File: src/sv/tlsni_pkg.sv
// shared types and constants for the tls client hello server name extractor
`default_nettype none

package tlsni_pkg;

    localparam int unsigned POS_W = 17;
    localparam int unsigned OFF_W = 18;
    localparam int unsigned SUM_W = 20;

    localparam logic [POS_W-1:0] POS_MAX = {POS_W{1'b1}};

    localparam logic [7:0]  REC_HANDSHAKE   = 8'h16;
    localparam logic [7:0]  HS_CLIENT_HELLO = 8'h01;
    localparam logic [15:0] EXT_SERVER_NAME = 16'h0000;
    localparam logic [7:0]  MAX_NAME_RESET  = 8'd200;

    // longest payload that is still too short to hold a client hello up to the session id
    localparam logic [15:0] MIN_PAYLOAD_LEN = 16'd43;
    // offsets of the handshake type and of the session id length byte
    localparam logic [OFF_W-1:0] HS_TYPE_OFFSET = 18'd5;
    localparam logic [OFF_W-1:0] SID_OFFSET     = 18'd43;

    typedef enum logic [14:0] {
        PH_TYPE  = 15'h0001,
        PH_HS    = 15'h0002,
        PH_SID   = 15'h0004,
        PH_CS_HI = 15'h0008,
        PH_CS_LO = 15'h0010,
        PH_CM    = 15'h0020,
        PH_XL_HI = 15'h0040,
        PH_XL_LO = 15'h0080,
        PH_ET_HI = 15'h0100,
        PH_ET_LO = 15'h0200,
        PH_EL_HI = 15'h0400,
        PH_EL_LO = 15'h0800,
        PH_NL_HI = 15'h1000,
        PH_NL_LO = 15'h2000,
        PH_COPY  = 15'h4000
    } phase_t;

    typedef struct packed {
        logic [POS_W-1:0] byte_position;
        phase_t           parse_phase;
        logic [OFF_W-1:0] next_field_offset;
        logic [OFF_W-1:0] extensions_end;
        logic [7:0]       field_accumulator;
        logic             extension_is_name;
        logic [7:0]       name_bytes_left;
        logic             decided;
    } pstate_t;

    localparam pstate_t PSTATE_RESET = '{
        byte_position:     '0,
        parse_phase:       PH_TYPE,
        next_field_offset: '0,
        extensions_end:    '0,
        field_accumulator: '0,
        extension_is_name: 1'b0,
        name_bytes_left:   '0,
        decided:           1'b0
    };

    typedef struct packed {
        logic       emit;
        logic [7:0] name_byte;
        logic       byte_valid;
        logic       done_res;
        logic       found;
    } result_t;

endpackage

`default_nettype wire

File: src/sv/tls_client_hello_sni_extract_core.sv
// top level of the tls client hello server name extractor
`default_nettype none

// channel   | handshake                  | payload
// ----------+----------------------------+----------------------------------------------
// item      | item_valid, item_stall     | data_byte, payload_length, last_byte
// result    | result_valid, result_stall | name_byte, byte_valid, done_res, found
// config    | cfg_write_en               | cfg_write_data (max_name_length)
//
// one payload byte per cycle sustained while the result side does not stall; once its byte is
// accepted, a result passes through the byte register and then the result register
// the byte register feeds one parser step whose next state is registered back as its state
// a stalled result holds the byte register, which then stalls the item side
// reset clears the parser, the pipeline valid flags and sets max_name_length to 200
// bytes that cause no result pass through the byte register without one

module tls_client_hello_sni_extract_core (
    input  wire logic        clk,
    input  wire logic        rst_n,

    input  wire logic        item_valid,
    output logic             item_stall,
    input  wire logic [7:0]  data_byte,
    input  wire logic [15:0] payload_length,
    input  wire logic        last_byte,

    output logic             result_valid,
    input  wire logic        result_stall,
    output logic [7:0]       name_byte,
    output logic             byte_valid,
    output logic             done_res,
    output logic             found,

    input  wire logic        cfg_write_en,
    input  wire logic [7:0]  cfg_write_data
);

    // byte register
    logic        byte_valid_reg;
    logic [7:0]  data_reg;
    logic [15:0] plen_reg;
    logic        last_reg;

    // configuration
    logic [7:0]  max_len_reg;

    // parser state and step outputs
    tlsni_pkg::pstate_t st_reg;
    tlsni_pkg::pstate_t st_next;
    tlsni_pkg::result_t step_res;

    // result register
    logic        res_valid_reg;
    logic [7:0]  res_name_reg;
    logic        res_bv_reg;
    logic        res_done_reg;
    logic        res_found_reg;

    logic out_free;
    logic step_fire;
    logic item_take;

    // result register can take a new transaction this cycle
    assign out_free  = !res_valid_reg || !result_stall;
    assign step_fire = byte_valid_reg && out_free;
    assign item_stall = byte_valid_reg && !out_free;
    assign item_take = item_valid && !item_stall;

    tlsni_step u_step (
        .st_cur          (st_reg),
        .data_byte       (data_reg),
        .payload_length  (plen_reg),
        .last_byte       (last_reg),
        .max_name_length (max_len_reg),
        .st_next         (st_next),
        .res             (step_res)
    );

    // control state
    always_ff @(posedge clk or negedge rst_n)
    begin
        if (!rst_n)
        begin
            byte_valid_reg <= 1'b0;
            res_valid_reg  <= 1'b0;
            st_reg         <= tlsni_pkg::PSTATE_RESET;
            max_len_reg    <= tlsni_pkg::MAX_NAME_RESET;
        end
        else
        begin
            if (cfg_write_en)
                max_len_reg <= cfg_write_data;

            if (item_take)
                byte_valid_reg <= 1'b1;
            else if (step_fire)
                byte_valid_reg <= 1'b0;

            if (step_fire)
                st_reg <= st_next;

            if (step_fire)
                res_valid_reg <= step_res.emit;
            else if (out_free)
                res_valid_reg <= 1'b0;
        end
    end

    // payload registers
    always_ff @(posedge clk)
    begin
        if (item_take)
        begin
            data_reg <= data_byte;
            plen_reg <= payload_length;
            last_reg <= last_byte;
        end
        if (step_fire && step_res.emit)
        begin
            res_name_reg  <= step_res.name_byte;
            res_bv_reg    <= step_res.byte_valid;
            res_done_reg  <= step_res.done_res;
            res_found_reg <= step_res.found;
        end
    end

    assign result_valid = res_valid_reg;
    assign name_byte    = res_name_reg;
    assign byte_valid   = res_bv_reg;
    assign done_res     = res_done_reg;
    assign found        = res_found_reg;

`ifndef SYNTH
    // found only ever travels with the end of the search
    a_found_needs_done: assert property (@(posedge clk) disable iff (!rst_n)
        result_valid && found |-> done_res)
        else $error("found without done_res");

    // an empty name slot carries a zero byte
    a_empty_name_zero: assert property (@(posedge clk) disable iff (!rst_n)
        result_valid && !byte_valid |-> name_byte == 8'd0)
        else $error("name_byte not zero with byte_valid low");

    // once decided, bytes before the last byte of the packet give no result
    a_decided_quiet: assert property (@(posedge clk) disable iff (!rst_n)
        step_fire && st_reg.decided && !last_reg |=> !res_valid_reg)
        else $error("result after the search was decided");
`endif

endmodule

`default_nettype wire

File: src/sv/tlsni_step.sv
// per-byte parser step: next parser state and the result of one payload byte
`default_nettype none

module tlsni_step (
    input  wire tlsni_pkg::pstate_t st_cur,
    input  wire logic [7:0]         data_byte,
    input  wire logic [15:0]        payload_length,
    input  wire logic               last_byte,
    input  wire logic [7:0]         max_name_length,
    output tlsni_pkg::pstate_t      st_next,
    output tlsni_pkg::result_t      res
);

    always_comb
    begin
        logic [tlsni_pkg::SUM_W-1:0] p_w;
        logic [tlsni_pkg::SUM_W-1:0] plen_w;
        logic [tlsni_pkg::SUM_W-1:0] p1;
        logic [tlsni_pkg::SUM_W-1:0] pd1;
        logic [tlsni_pkg::SUM_W-1:0] pv1;
        logic [tlsni_pkg::SUM_W-1:0] lc_off;
        logic [tlsni_pkg::SUM_W-1:0] lc_end;
        logic [15:0]                 v;
        logic [7:0]                  cnt;
        logic [7:0]                  left_dec;
        logic                        match;
        logic                        fail;
        logic                        win;
        logic                        lc_ok;

        st_next = st_cur;
        res     = '0;
        fail    = 1'b0;
        win     = 1'b0;

        v      = {st_cur.field_accumulator, data_byte};
        p_w    = tlsni_pkg::SUM_W'(st_cur.byte_position);
        plen_w = tlsni_pkg::SUM_W'(payload_length);
        p1     = p_w + tlsni_pkg::SUM_W'(1);
        pd1    = p1 + tlsni_pkg::SUM_W'(data_byte);
        pv1    = p1 + tlsni_pkg::SUM_W'(v);
        match  = !st_cur.decided &&
                 (tlsni_pkg::OFF_W'(st_cur.byte_position) == st_cur.next_field_offset);

        // next extension header must fit in both the extension block and the payload
        if (st_cur.parse_phase == tlsni_pkg::PH_XL_LO)
        begin
            lc_off = p1;
            lc_end = pv1;
        end
        else
        begin
            lc_off = pv1;
            lc_end = tlsni_pkg::SUM_W'(st_cur.extensions_end);
        end
        lc_ok = (lc_off + tlsni_pkg::SUM_W'(4) < lc_end) &&
                (lc_off + tlsni_pkg::SUM_W'(4) < plen_w);

        cnt      = (v < 16'(max_name_length)) ? v[7:0] : max_name_length;
        left_dec = st_cur.name_bytes_left - 8'd1;

        if (match)
        begin
            case (st_cur.parse_phase)
                tlsni_pkg::PH_TYPE:
                begin
                    if (payload_length <= tlsni_pkg::MIN_PAYLOAD_LEN ||
                        data_byte != tlsni_pkg::REC_HANDSHAKE)
                        fail = 1'b1;
                    else
                    begin
                        st_next.parse_phase       = tlsni_pkg::PH_HS;
                        st_next.next_field_offset = tlsni_pkg::HS_TYPE_OFFSET;
                    end
                end
                tlsni_pkg::PH_HS:
                begin
                    if (data_byte != tlsni_pkg::HS_CLIENT_HELLO)
                        fail = 1'b1;
                    else
                    begin
                        st_next.parse_phase       = tlsni_pkg::PH_SID;
                        st_next.next_field_offset = tlsni_pkg::SID_OFFSET;
                    end
                end
                tlsni_pkg::PH_SID, tlsni_pkg::PH_CM:
                begin
                    if (pd1 + tlsni_pkg::SUM_W'(2) >= plen_w)
                        fail = 1'b1;
                    else
                    begin
                        st_next.parse_phase = (st_cur.parse_phase == tlsni_pkg::PH_SID) ?
                                              tlsni_pkg::PH_CS_HI : tlsni_pkg::PH_XL_HI;
                        st_next.next_field_offset = pd1[tlsni_pkg::OFF_W-1:0];
                    end
                end
                tlsni_pkg::PH_CS_HI, tlsni_pkg::PH_XL_HI, tlsni_pkg::PH_ET_HI,
                tlsni_pkg::PH_EL_HI, tlsni_pkg::PH_NL_HI:
                begin
                    // the low byte phase is the next one-hot code
                    st_next.field_accumulator = data_byte;
                    st_next.parse_phase       = tlsni_pkg::phase_t'(st_cur.parse_phase << 1);
                    st_next.next_field_offset = p1[tlsni_pkg::OFF_W-1:0];
                end
                tlsni_pkg::PH_CS_LO:
                begin
                    if (pv1 + tlsni_pkg::SUM_W'(1) >= plen_w)
                        fail = 1'b1;
                    else
                    begin
                        st_next.parse_phase       = tlsni_pkg::PH_CM;
                        st_next.next_field_offset = pv1[tlsni_pkg::OFF_W-1:0];
                    end
                end
                tlsni_pkg::PH_XL_LO, tlsni_pkg::PH_EL_LO:
                begin
                    if (st_cur.parse_phase == tlsni_pkg::PH_XL_LO)
                        st_next.extensions_end = pv1[tlsni_pkg::OFF_W-1:0];
                    if (!lc_ok)
                        fail = 1'b1;
                    else
                    begin
                        st_next.parse_phase       = tlsni_pkg::PH_ET_HI;
                        st_next.next_field_offset = lc_off[tlsni_pkg::OFF_W-1:0];
                    end
                end
                tlsni_pkg::PH_ET_LO:
                begin
                    st_next.extension_is_name = (v == tlsni_pkg::EXT_SERVER_NAME);
                    if (v == tlsni_pkg::EXT_SERVER_NAME)
                    begin
                        // skip ext length, list length and name type
                        if (p_w + tlsni_pkg::SUM_W'(8) >= plen_w)
                            fail = 1'b1;
                        else
                        begin
                            st_next.parse_phase       = tlsni_pkg::PH_NL_HI;
                            st_next.next_field_offset =
                                tlsni_pkg::OFF_W'(p_w + tlsni_pkg::SUM_W'(6));
                        end
                    end
                    else
                    begin
                        st_next.parse_phase       = tlsni_pkg::PH_EL_HI;
                        st_next.next_field_offset = p1[tlsni_pkg::OFF_W-1:0];
                    end
                end
                tlsni_pkg::PH_NL_LO:
                begin
                    if (pv1 > plen_w)
                        fail = 1'b1;
                    else if (cnt == 8'd0)
                        win = 1'b1;
                    else
                    begin
                        st_next.name_bytes_left   = cnt;
                        st_next.parse_phase       = tlsni_pkg::PH_COPY;
                        st_next.next_field_offset = p1[tlsni_pkg::OFF_W-1:0];
                    end
                end
                tlsni_pkg::PH_COPY:
                begin
                    // a zero byte ends the name early
                    if (data_byte == 8'd0)
                        win = 1'b1;
                    else
                    begin
                        res.emit                = 1'b1;
                        res.name_byte           = data_byte;
                        res.byte_valid          = 1'b1;
                        st_next.name_bytes_left = left_dec;
                        if (left_dec == 8'd0)
                            win = 1'b1;
                        else
                            st_next.next_field_offset = p1[tlsni_pkg::OFF_W-1:0];
                    end
                end
                default:
                begin
                    fail = 1'b1;
                end
            endcase
        end

        if (fail || win)
        begin
            res.emit        = 1'b1;
            res.done_res    = 1'b1;
            res.found       = win;
            st_next.decided = 1'b1;
        end

        // packet ends with no decision
        if (last_byte && !st_next.decided)
        begin
            res.emit     = 1'b1;
            res.done_res = 1'b1;
            res.found    = (st_next.parse_phase == tlsni_pkg::PH_COPY);
        end

        if (last_byte)
            st_next = tlsni_pkg::PSTATE_RESET;
        else if (st_cur.byte_position != tlsni_pkg::POS_MAX)
            st_next.byte_position = st_cur.byte_position + 1'b1;
        else
            st_next.byte_position = st_cur.byte_position;
    end

endmodule

`default_nettype wire

File: config.mk
export PLATFORM = sky130hd
export DESIGN_NAME = tls_client_hello_sni_extract_core
export DESIGN_NICKNAME = d
export VERILOG_FILES = /design/src/sv/tlsni_pkg.sv /design/src/sv/tls_client_hello_sni_extract_core.sv /design/src/sv/tlsni_step.sv
export SDC_FILE = /design/constraint.sdc
export NUM_CORES = 1
export LEC_CHECK = 0
export ABC_AREA = 0
export CORE_ASPECT_RATIO = 1.2
export CORE_MARGIN = 3
export CORE_UTILIZATION = 47
export CTS_BUF_LIST = sky130_fd_sc_hd__clkbuf_4 sky130_fd_sc_hd__clkbuf_8 sky130_fd_sc_hd__clkbuf_16
export DETAILED_ROUTE_END_ITERATION = 10
export DONT_BUFFER_PORTS = 1
export GPL_ROUTABILITY_DRIVEN = 0
export GPL_TIMING_DRIVEN = 1
export PLACE_DENSITY_LB_ADDON = 0.08
export SLEW_MARGIN = 10
export SYNTH_ARGS = -nofsm -noshare
export SYNTH_HDL_FRONTEND = slang
export SYNTH_SLANG_ARGS = --single-unit
export TNS_END_PERCENT = 50
File: constraint.sdc
create_clock -name clk -period 11.2 [get_ports clk]
set_input_delay 2.24 -clock clk [delete_from_list [all_inputs] [get_ports clk]]
set_output_delay 2.24 -clock clk [all_outputs]
set_load 0.01 [all_outputs]
==> impl_metrics.json, run 1 <==
{
  "drt_pre_antenna_iters": 6,
  "grt_use_total": 0.319,
  "grt_max_degree": 96,
  "wl_met2_um": 21400,
  "vias": 12300,
  "cts_buffers": 17,
  "post-route-worst-setup-slack_ps": 2590,
  "cts_post_setup_buffers_inserted": 0,
  "clock-sinks": 131,
  "regArea_um2": 3460,
  "io_buffers": 0,
  "syn_area_per_cell_um2": 8.23,
  "arrival_ps": 8970,
  "min_path_type": "reg -> reg",
  "met3WireLength_um": 3710,
  "slowest_delay_ps": 720,
  "ant_nets": 0,
  "vias_per_cell": 6.52,
  "cts_hold_buf": 0,
  "maxCapViolations": 0,
  "cts_resized": 0,
  "placementRows": 65,
  "total_leakage_power_uw": 0.00593,
  "antenna_cells": 0,
  "detail_route.wl_per_cell_um": 24.8,
  "grt_overflow": 0,
  "cts_tree": "built",
  "highest_layer": "met4",
  "power.total_uw": 2770,
  "dp_hpwl_um": 36100,
  "clk_pin_slew_ps": 60,
  "synthTopCellsByCount": "nand2_1 (175), o21ai_0 (146), ha_1 (130), dfrtp_1 (91), nor2_1 (91)",
  "ir_drop_uv": 123,
  "synth_fp_nets": 1723,
  "die_width_um": 157,
  "synth-edff-count": 36,
  "postLayoutCoreUtil": 0.517,
  "multi_input_area_um2": 8750,
  "setup_tns_ps": 0,
  "ios": 51,
  "start_util": 0.483,
  "yosysWarnings": 0,
  "clock.fmax_ghz": 0.116,
  "met1_length_um": 18700,
  "yosysTopAreaCell": "dfrtp_1",
  "critPathKind": "reg -> reg",
  "die_y_um": 187,
  "synth_area_um2": 12800,
  "cts_max_level": 4,
  "synth.area.top_cells": "dfrtp_1 (18%), ha_1 (13%), edfxtp_1 (8.4%), o21ai_0 (5.7%), xnor2_1 (5.3%)",
  "area_growth_syn_to_layout_pct": 7.21,
  "drv_slew": 0,
  "n_fill_cell": 2570,
  "hold_viol_final": 0,
  "setup_viol": 0,
  "cp_top_family": "compound AO/OA/AOI/OAI gates",
  "yosysMostFrequentCell": "nand2_1",
  "ys.flop_type": "dfrtp_1",
  "async_flop_share": 0.725,
  "worstPathMaxFanout": 11,
  "critPathBufInv": 1,
  "drive_above_1_share": 0.0769,
  "core-area_um2": 26500,
  "wl_um": 46700,
  "status": "finished, final reports clean",
  "clockBufferDepth": 2,
  "die-area_um2": 29200,
  "grt_pass1_vias": 11900,
  "rsz0062_at_grt": "no",
  "power-per-cell-area_nw_per_um2": 202,
  "place_ws_ps": 2930,
  "r2r_slack_ps": 2590,
  "max_slew_margin": 0.315,
  "grt_pass1_wl_um": 72000,
  "clock_skew_ps": 14.7,
  "ys_seq_area_frac": 0.271,
  "clk_latency_ps": 450,
  "drc_errors": 0,
  "yosys_register_bits": 131,
  "finalCritPeriodShare": 0.769,
  "layout_min_cycle_time_ps": 8610,
  "antenna_found_initial": 0,
  "yosysTopAreaCellShare": 0.178,
  "cts_root_buf": "clkbuf_16",
  "drt_iter0_drc": 1295,
  "start_kind": "register",
  "nNetsFinal": 1703,
  "cp_slowest_cell": "o311ai_0",
  "largest_reg_flops": 85,
  "critPathRequiredTime_ps": 11560,
  "synth_cells": 1554,
  "end_kind": "register",
  "tightest_slew_ps": 1020,
  "synth_cell_type_count": 101
}
[report_power, final]
part / total (µW) / switching [µW] / internal (µW)
combinational: 1530 / 995 / 536
sequential: 640 / 77.6 / 563
clock: 595 / 243 / 352
[worst register-to-register path, cell delays in order, from the launching register on]
cell      delay (ps)
dfrtp_1          630
ha_1             430
nand4_1          330
nor3_1           320
xnor2_1          410
inv_1            370
ha_1             540
nand2_1          100
o21ai_0          590
or2_2            220
o211ai_1         230
o21ai_1          410
o21a_1           240
nand2_1           80
xnor2_1          210
ha_1             290
a21o_1           190
a211o_1          300
or4_1            480
o22ai_1          140
o21ai_0          150
a211oi_2         490
nand3_1          350
o311ai_0         720
nor3_1           150
o21ai_0          180
[path summary, 6_finish.rpt]
kind	start	endpoint	cells past startpoint
min reg2reg	st_reg[53]$_DFFE_PN0P_	st_reg[53]$_DFFE_PN0P_	2
max	st_reg[73]$_DFFE_PN0P_	st_reg[40]$_DFFE_PN0P_	25
min	st_reg[53]$_DFFE_PN0P_	st_reg[53]$_DFFE_PN0P_	2
max reg2reg	st_reg[73]$_DFFE_PN0P_	st_reg[40]$_DFFE_PN0P_	25
min in group asynchronous	rst_n	st_reg[72]$_DFFE_PN0P_	0
max in group asynchronous	rst_n	max_len_reg[3]$_DFFE_PN1P_	0
[layer usage]
layer | up-vias | GRT usage
met5 | - | 0
met4 | 0 | 0.165
met2 | 628 | 0.516
met3 | 148 | 0.0450
met1 | 5761 | 0.413
li1 | 5734 | -
[area by class of cell]
class,count,share of cell area
multi-input cells,1283,0.638
flip-flops and latches,131,0.252
repair buffers,27,0.0148
well taps,335,0.0306
clock inverters,15,0.0130
inverters,74,0.0202
clock buffers,17,0.0310
[stage by stage]
step | instances | cell area [µm²] | hold slack (ps)
detailed placement | 1850 | 13100 | 470
global route | 1882 | 13700 | 499
floorplan | 1554 | 12800 | 440
finish | 1882 | 13700 | 480
global placement | 1850 | 13100 | 463
CTS | 1882 | 13700 | 485
[cell families after synthesis]
family / count (synthesis) / share of synthesized area
compound gates: 454 / 0.236
xor+xnor: 116 / 0.0806
flops: 131 / 0.271
mux: 12 / 0.00968
fa+ha+maj: 131 / 0.129
buf+inv: 140 / 0.0458
simple gates: 570 / 0.228
[cell usage in the layout, fill, tap and decap left out, types with 6 or more instances in the layout]
| cell type | count |
|---|---|
| nor3b_1 | 6 |
| a31oi_1 | 11 |
| and2_1 | 24 |
| a22oi_1 | 7 |
| o221ai_1 | 6 |
| or2_2 | 10 |
| nand3_1 | 47 |
| a22o_1 | 15 |
| edfxtp_1 | 36 |
| xor2_1 | 37 |
| o31ai_1 | 12 |
| a211oi_1 | 12 |
| a21oi_1 | 85 |
| xnor2_1 | 77 |
| nor2b_1 | 9 |
| o2111ai_1 | 7 |
| buf_4 | 27 |
| nand4_1 | 34 |
| nor4_1 | 28 |
| dfrtp_1 | 91 |
| or4_1 | 8 |
| mux2i_1 | 9 |
| o21ai_0 | 146 |
| or3_1 | 11 |
| o211ai_1 | 14 |
| and3_1 | 16 |
| nand2_1 | 175 |
| o31a_1 | 6 |
| o21a_1 | 14 |
| o22ai_1 | 9 |
| clkbuf_16 | 17 |
| a21o_1 | 26 |
| and4_1 | 9 |
| nand2b_1 | 14 |
| o21ai_1 | 12 |
| inv_1 | 72 |
| nor2_1 | 91 |
| nor3_1 | 57 |
| ha_1 | 130 |
(Power assumes the default switching activity.)
==> run 2: changes to the inputs <==
==> constraint.sdc (replaced) <==
create_clock -name clk -period 7.6 [get_ports clk]
set_input_delay 1.52 -clock clk [delete_from_list [all_inputs] [get_ports clk]]
set_output_delay 1.52 -clock clk [all_outputs]
set_load 0.01 [all_outputs]
==> run 2 against run 1 <==
  * Die area unchanged
  * Critical endpoint is now name_byte[3]$_SDFFCE_PP0P_
  * Critical path type unchanged
  * Flip-flop and latch count is the same
  * Wire length up 3.4%
==> impl_metrics.json, run 2 (same netlist as run 1, synthesis figures left out) <==
{
  "critPathRequiredTime_ps": 7800,
  "drive_above_1_share": 0.121,
  "clkPwrFrac": 0.198,
  "drt_iter0_drc": 1244,
  "area_growth_syn_to_layout_pct": 11.0,
  "setup_viol": 0,
  "largest_reg_flops": 85,
  "grt_pass1_wl_um": 73700,
  "reg2reg_depth": 29,
  "crit_path_start": "st_reg[70]$_DFFE_PN0P_",
  "arrival_ps": 7490,
  "post-place-cells": 1899,
  "clk_latency_ps": 440,
  "end_kind": "register",
  "path_common_cell": "buf_4",
  "ios": 51,
  "layout_common_cells": "nand2_1 (175), o21ai_0 (141), ha_1 (129), dfrtp_1 (90), nor2_1 (89)",
  "clock_skew_ps": 14.1,
  "critPathCapture": "name_byte[3]$_SDFFCE_PP0P_",
  "r2r_slack_ps": 310,
  "die_width_um": 157,
  "setup_tns_ps": 0,
  "clk_pin_slew_ps": 60,
  "cts_root_buf": "clkbuf_16",
  "placementRows": 65,
  "whs_ps": 482,
  "slowest_delay_ps": 560,
  "critPathKind": "reg -> reg",
  "p_int_uw": 2230,
  "antenna_cells": 0,
  "combPwrFrac": 0.581,
  "start_kind": "register",
  "antenna_found_initial": 1,
  "ant_nets": 0,
  "status": "finished, final reports clean",
  "maxCapViolations": 0,
  "n_fill_cell": 2562,
  "post-route-worst-setup-slack_ps": 306,
  "net-switching-power_uw": 1970,
  "grt_use_total": 0.330,
  "min_path_type": "reg -> reg",
  "rr_startpoint": "st_reg[70]$_DFFE_PN0P_",
  "io_buffers": 0,
  "drt_pre_antenna_iters": 7,
  "tightest_slew_ps": 1200,
  "finalCritPeriodShare": 0.960,
  "ir_drop_uv": 198,
  "cts_max_level": 4,
  "layout_commonest_cell": "nand2_1",
  "wl_um": 48200,
  "drv_slew": 0,
  "clock.fmax_ghz": 0.137,
  "power-per-cell-area_nw_per_um2": 296,
  "r2r-end": "name_byte[3]$_SDFFCE_PP0P_",
  "power.total_uw": 4200,
  "die-area_um2": 29200,
  "worst-path-stages": 29,
  "die_y_um": 187,
  "grt_pass1_vias": 12000,
  "max_slew_margin": 0.191,
  "hold_viol_final": 0,
  "core-area_um2": 26500,
  "dp_hpwl_um": 37500,
  "vias": 12600,
  "clockBufferDepth": 2,
  "place_ws_ps": 104,
  "worstPathMaxFanout": 10,
  "clock-sinks": 131,
  "cp_top_family": "simple AND/OR/NAND/NOR gates",
  "total_leakage_power_uw": 0.00620,
  "detail_route.wl_per_cell_um": 24.9,
  "cts_tree": "built",
  "layout_min_cycle_time_ps": 7290,
  "seq_power_share": 0.221,
  "nNetsFinal": 1757,
  "cts_hold_buf": 0,
  "vias_per_cell": 6.52,
  "grt_overflow": 0,
  "cts_buffers": 17,
  "critPathBufInv": 6,
  "start_util": 0.483,
  "cp_slowest_cell": "or4_4",
  "grt_max_degree": 96,
  "drc_errors": 0,
  "layoutNonFillerInstCount": 1936,
  "p_sw_frac": 0.470
}
run 2: cell count changes in the layout (fill, tap and decap cells not counted), sizes merged:
cell      change
clkbuf        +7
clkinv        -4
bufinv        -2
clkinvlp      +2
inv           -3
buf          +54
run 2: metal layers:
metal,vias to the layer above,share of wire,track usage
met5,-,0.00027,0
met4,2,0.077,0.202
met1,5927,0.40,0.430
met3,184,0.081,0.0543
met2,686,0.44,0.509
li1,5833,-,-
run 2: worst min path at each step:
stage / cells after the start / startpoint / to
after floorplan: 2 / st_reg[53]$_DFFE_PN0P_ / st_reg[53]$_DFFE_PN0P_
after global placement: 2 / st_reg[53]$_DFFE_PN0P_ / st_reg[53]$_DFFE_PN0P_
after detailed placement: 2 / st_reg[53]$_DFFE_PN0P_ / st_reg[53]$_DFFE_PN0P_
after CTS: 2 / st_reg[53]$_DFFE_PN0P_ / st_reg[53]$_DFFE_PN0P_
after global routing: 2 / st_reg[53]$_DFFE_PN0P_ / st_reg[53]$_DFFE_PN0P_
final: 2 / st_reg[53]$_DFFE_PN0P_ / st_reg[53]$_DFFE_PN0P_
run 2: area by class of cell:
class | count | area, µm² | area share
Multi-Input combinational cell | 1283 | 8840 | 0.623
Clock buffer | 24 | 497 | 0.0350
Tap cell | 335 | 419 | 0.0295
Timing Repair Buffer | 81 | 621 | 0.0437
Clock inverter | 8 | 77.6 | 0.00546
Sequential cell | 131 | 3460 | 0.244
Inverter | 74 | 278 | 0.0196
run 2: worst register-to-register path, delay by kind of cell, from the launching register on:
kind	cells	cell delay (ps)
buf+inv	6	1200
flops	1	520
compound gates	7	1290
xor+xnor	2	460
fa+ha+maj	3	1100
simple gates	11	2460
run 2: stage by stage:
stage,utilization,instance area (µm²)
3_5_place_dp,0.509,13500
3_3_place_gp,0.509,13500
2_1_floorplan,-,12800
6_report,0.535,14200
5_1_grt,0.535,14200
4_1_cts,0.531,14100
run 2: power groups by stage:
stage,combinational [µW],sequential [µW],clock [µW]
3_5_place_dp,2350,937,0
5_1_grt,2660,942,864
4_1_cts,2360,928,839
6_report,2440,928,833
2_1_floorplan,1550,905,0
3_3_place_gp,2320,940,0
run 2: timing repair:
item / CTS / global route
endpoints found under the setup margin: 0 / 46
setup buffers: 0 / 5
gates resized for setup: 0 / 24
hold endpoints to repair: 0 / 0
==> run 3: changes to the inputs <==
--- a/config.mk
+++ b/config.mk
@@ -8,7 +8,7 @@
 export ABC_AREA = 0
 export CORE_ASPECT_RATIO = 1.2
 export CORE_MARGIN = 3
-export CORE_UTILIZATION = 47
+export CORE_UTILIZATION = 40
 export CTS_BUF_LIST = sky130_fd_sc_hd__clkbuf_4 sky130_fd_sc_hd__clkbuf_8 sky130_fd_sc_hd__clkbuf_16
 export DETAILED_ROUTE_END_ITERATION = 10
 export DONT_BUFFER_PORTS = 1
==> run 3 against run 2 <==
  * Via count down 1.4%
  * First-iteration DRC count is 12% lower
  * Combinational power increased by 2%
  * Critical path depth fell by 1
  * Sequential power up 0.5%
  * Register-to-register slack better by 30 ps
  * Critical path type unchanged
==> impl_metrics.json, run 3 (same netlist as run 1, synthesis figures left out) <==
{
  "status": "finished, final reports clean",
  "drive_above_1_share": 0.118,
  "clock.fmax_ghz": 0.138,
  "arrival_ps": 7460,
  "net-switching-power_uw": 2030,
  "min_path_type": "reg -> reg",
  "cts_root_buf": "clkbuf_16",
  "ios": 51,
  "ir_drop_uv": 206,
  "finalCritPeriodShare": 0.956,
  "clock-sinks": 131,
  "core-area_um2": 31400,
  "cts_buffers": 17,
  "detail_route.wl_per_cell_um": 25.5,
  "rsz0062_at_grt": "no",
  "placementRows": 71,
  "slowest_delay_ps": 490,
  "max_slew_margin": 0.195,
  "vias_per_cell": 6.22,
  "end_kind": "register",
  "seq_power_share": 0.220,
  "grt_max_degree": 96,
  "tightest_slew_ps": 1190,
  "nNetsFinal": 1755,
  "clockBufferDepth": 2,
  "worstPathMaxFanout": 11,
  "area_growth_syn_to_layout_pct": 11.4,
  "critPathKind": "reg -> reg",
  "hold_start": "st_reg[53]$_DFFE_PN0P_",
  "maxCapViolations": 0,
  "cts_max_level": 4,
  "largest_reg_flops": 85,
  "setup_viol": 0,
  "clkPwrFrac": 0.194,
  "rr_startpoint": "st_reg[72]$_DFFE_PN0P_",
  "drt_iter0_drc": 1092,
  "clock_skew_ps": 14.2,
  "die-area_um2": 34200,
  "setup_tns_ps": 0,
  "antenna_found_initial": 1,
  "drv_slew": 0,
  "grt_pass1_vias": 12300,
  "power.total_uw": 4240,
  "critPathRequiredTime_ps": 7800,
  "ant_nets": 0,
  "dp_hpwl_um": 39900,
  "cts_hold_buf": 0,
  "layout_commonest_cell": "nand2_1",
  "p_int_uw": 2200,
  "layout_min_cycle_time_ps": 7260,
  "clk_latency_ps": 450,
  "die_width_um": 169,
  "start_kind": "register",
  "total_leakage_power_uw": 0.00619,
  "drc_errors": 0,
  "postLayoutCoreUtil": 0.453,
  "grt_use_total": 0.297,
  "combPwrFrac": 0.586,
  "io_buffers": 0,
  "cp_slowest_cell": "ha_1",
  "p_sw_frac": 0.480,
  "postLayoutCellArea_um2": 14300,
  "grt_overflow": 0,
  "grt_pass1_wl_um": 77000,
  "start_util": 0.407,
  "clk_pin_slew_ps": 60,
  "wl_um": 51000,
  "crit_path_start": "st_reg[72]$_DFFE_PN0P_",
  "vias": 12500,
  "place_area_um2": 13600,
  "hold_viol_final": 0,
  "path_common_cell": "buf_4",
  "drt_pre_antenna_iters": 5,
  "layout_common_cells": "nand2_1 (174), o21ai_0 (141), ha_1 (129), nor2_1 (90), dfrtp_1 (88)",
  "cts_tree": "built",
  "power-per-cell-area_nw_per_um2": 297,
  "die_y_um": 202
}
## run 3: changes by cell type in the layout (fill, tap and decap cells not counted), moves of 2 or more
cell,delta
clkbuf_4,-4
buf_4,-2
inv_4,+2
clkbuf_8,-2
xnor2_1,-2
a21oi_2,-2
dfrtp_2,+2
xnor2_2,+2
dfrtp_1,-2
diode_2,+2
inv_6,+2
## run 3: worst paths after layout
| kind | endpoint | slack, ps | cells after the start |
|---|---|---|---|
| setup / recovery | name_byte[3]$_SDFFCE_PP0P_ | 340 | 28 |
| hold / removal | st_reg[53]$_DFFE_PN0P_ | 480 | 2 |
| setup reg to reg | name_byte[3]$_SDFFCE_PP0P_ | 340 | 28 |
| hold reg to reg | st_reg[53]$_DFFE_PN0P_ | 480 | 2 |
| max in group asynchronous | max_len_reg[3]$_DFFE_PN1P_ | 6550 | 0 |
| min in group asynchronous | st_reg[26]$_DFFE_PN0P_ | 770 | 0 |
## run 3: area by class of cell
| class | instances | area (µm²) |
|---|---|---|
| tap | 401 | 502 |
| antenna | 2 | 5.00 |
| multi-input combinational | 1283 | 8840 |
| clock inverter | 13 | 93.8 |
| inverter | 74 | 278 |
| fill | 3153 | 17200 |
| timing repair buffer | 79 | 606 |
| sequential | 131 | 3470 |
| clock buffer | 19 | 464 |
## run 3: worst max-delay path, delay by kind of cell, from the launching register on
| kind | cells | cell delay, ps |
|---|---|---|
| flops | 1 | 360 |
| simple gates | 6 | 1550 |
| fa+ha+maj | 3 | 1160 |
| compound gates | 12 | 2540 |
| xor+xnor | 2 | 420 |
| buf+inv | 5 | 960 |
## run 3: layer usage
layer / part of all wire / track usage / routed length [µm]
met1: 0.41 / 0.369 / 20900
met4: 0.051 / 0.141 / 2610
met2: 0.47 / 0.497 / 24200
met3: 0.066 / 0.0542 / 3360
met5: 0 / 0 / 0
## run 3: power groups by stage
stage,registers (µW),logic [µW],clock network [µW]
global placement,944,2390,0
global route,946,2720,858
floorplan,905,1550,0
CTS,932,2420,835
finish,933,2480,820
detailed placement,942,2400,0
## run 3: per-stage QoR
stage / worst slack [ps] / hold WS [ps] / std cells
floorplan: 972 / 440 / 1554
global placement: 136 / 456 / 1963
detailed placement: 76.5 / 462 / 1963
CTS: 6.33 / 474 / 1995
global route: 14.1 / 492 / 2000
finish: 335 / 482 / 2002
## run 3: timing repair
action,4_1_cts,5_1_grt
setup endpoints to repair,0,48
buffers inserted,0,5
resized for setup,0,23
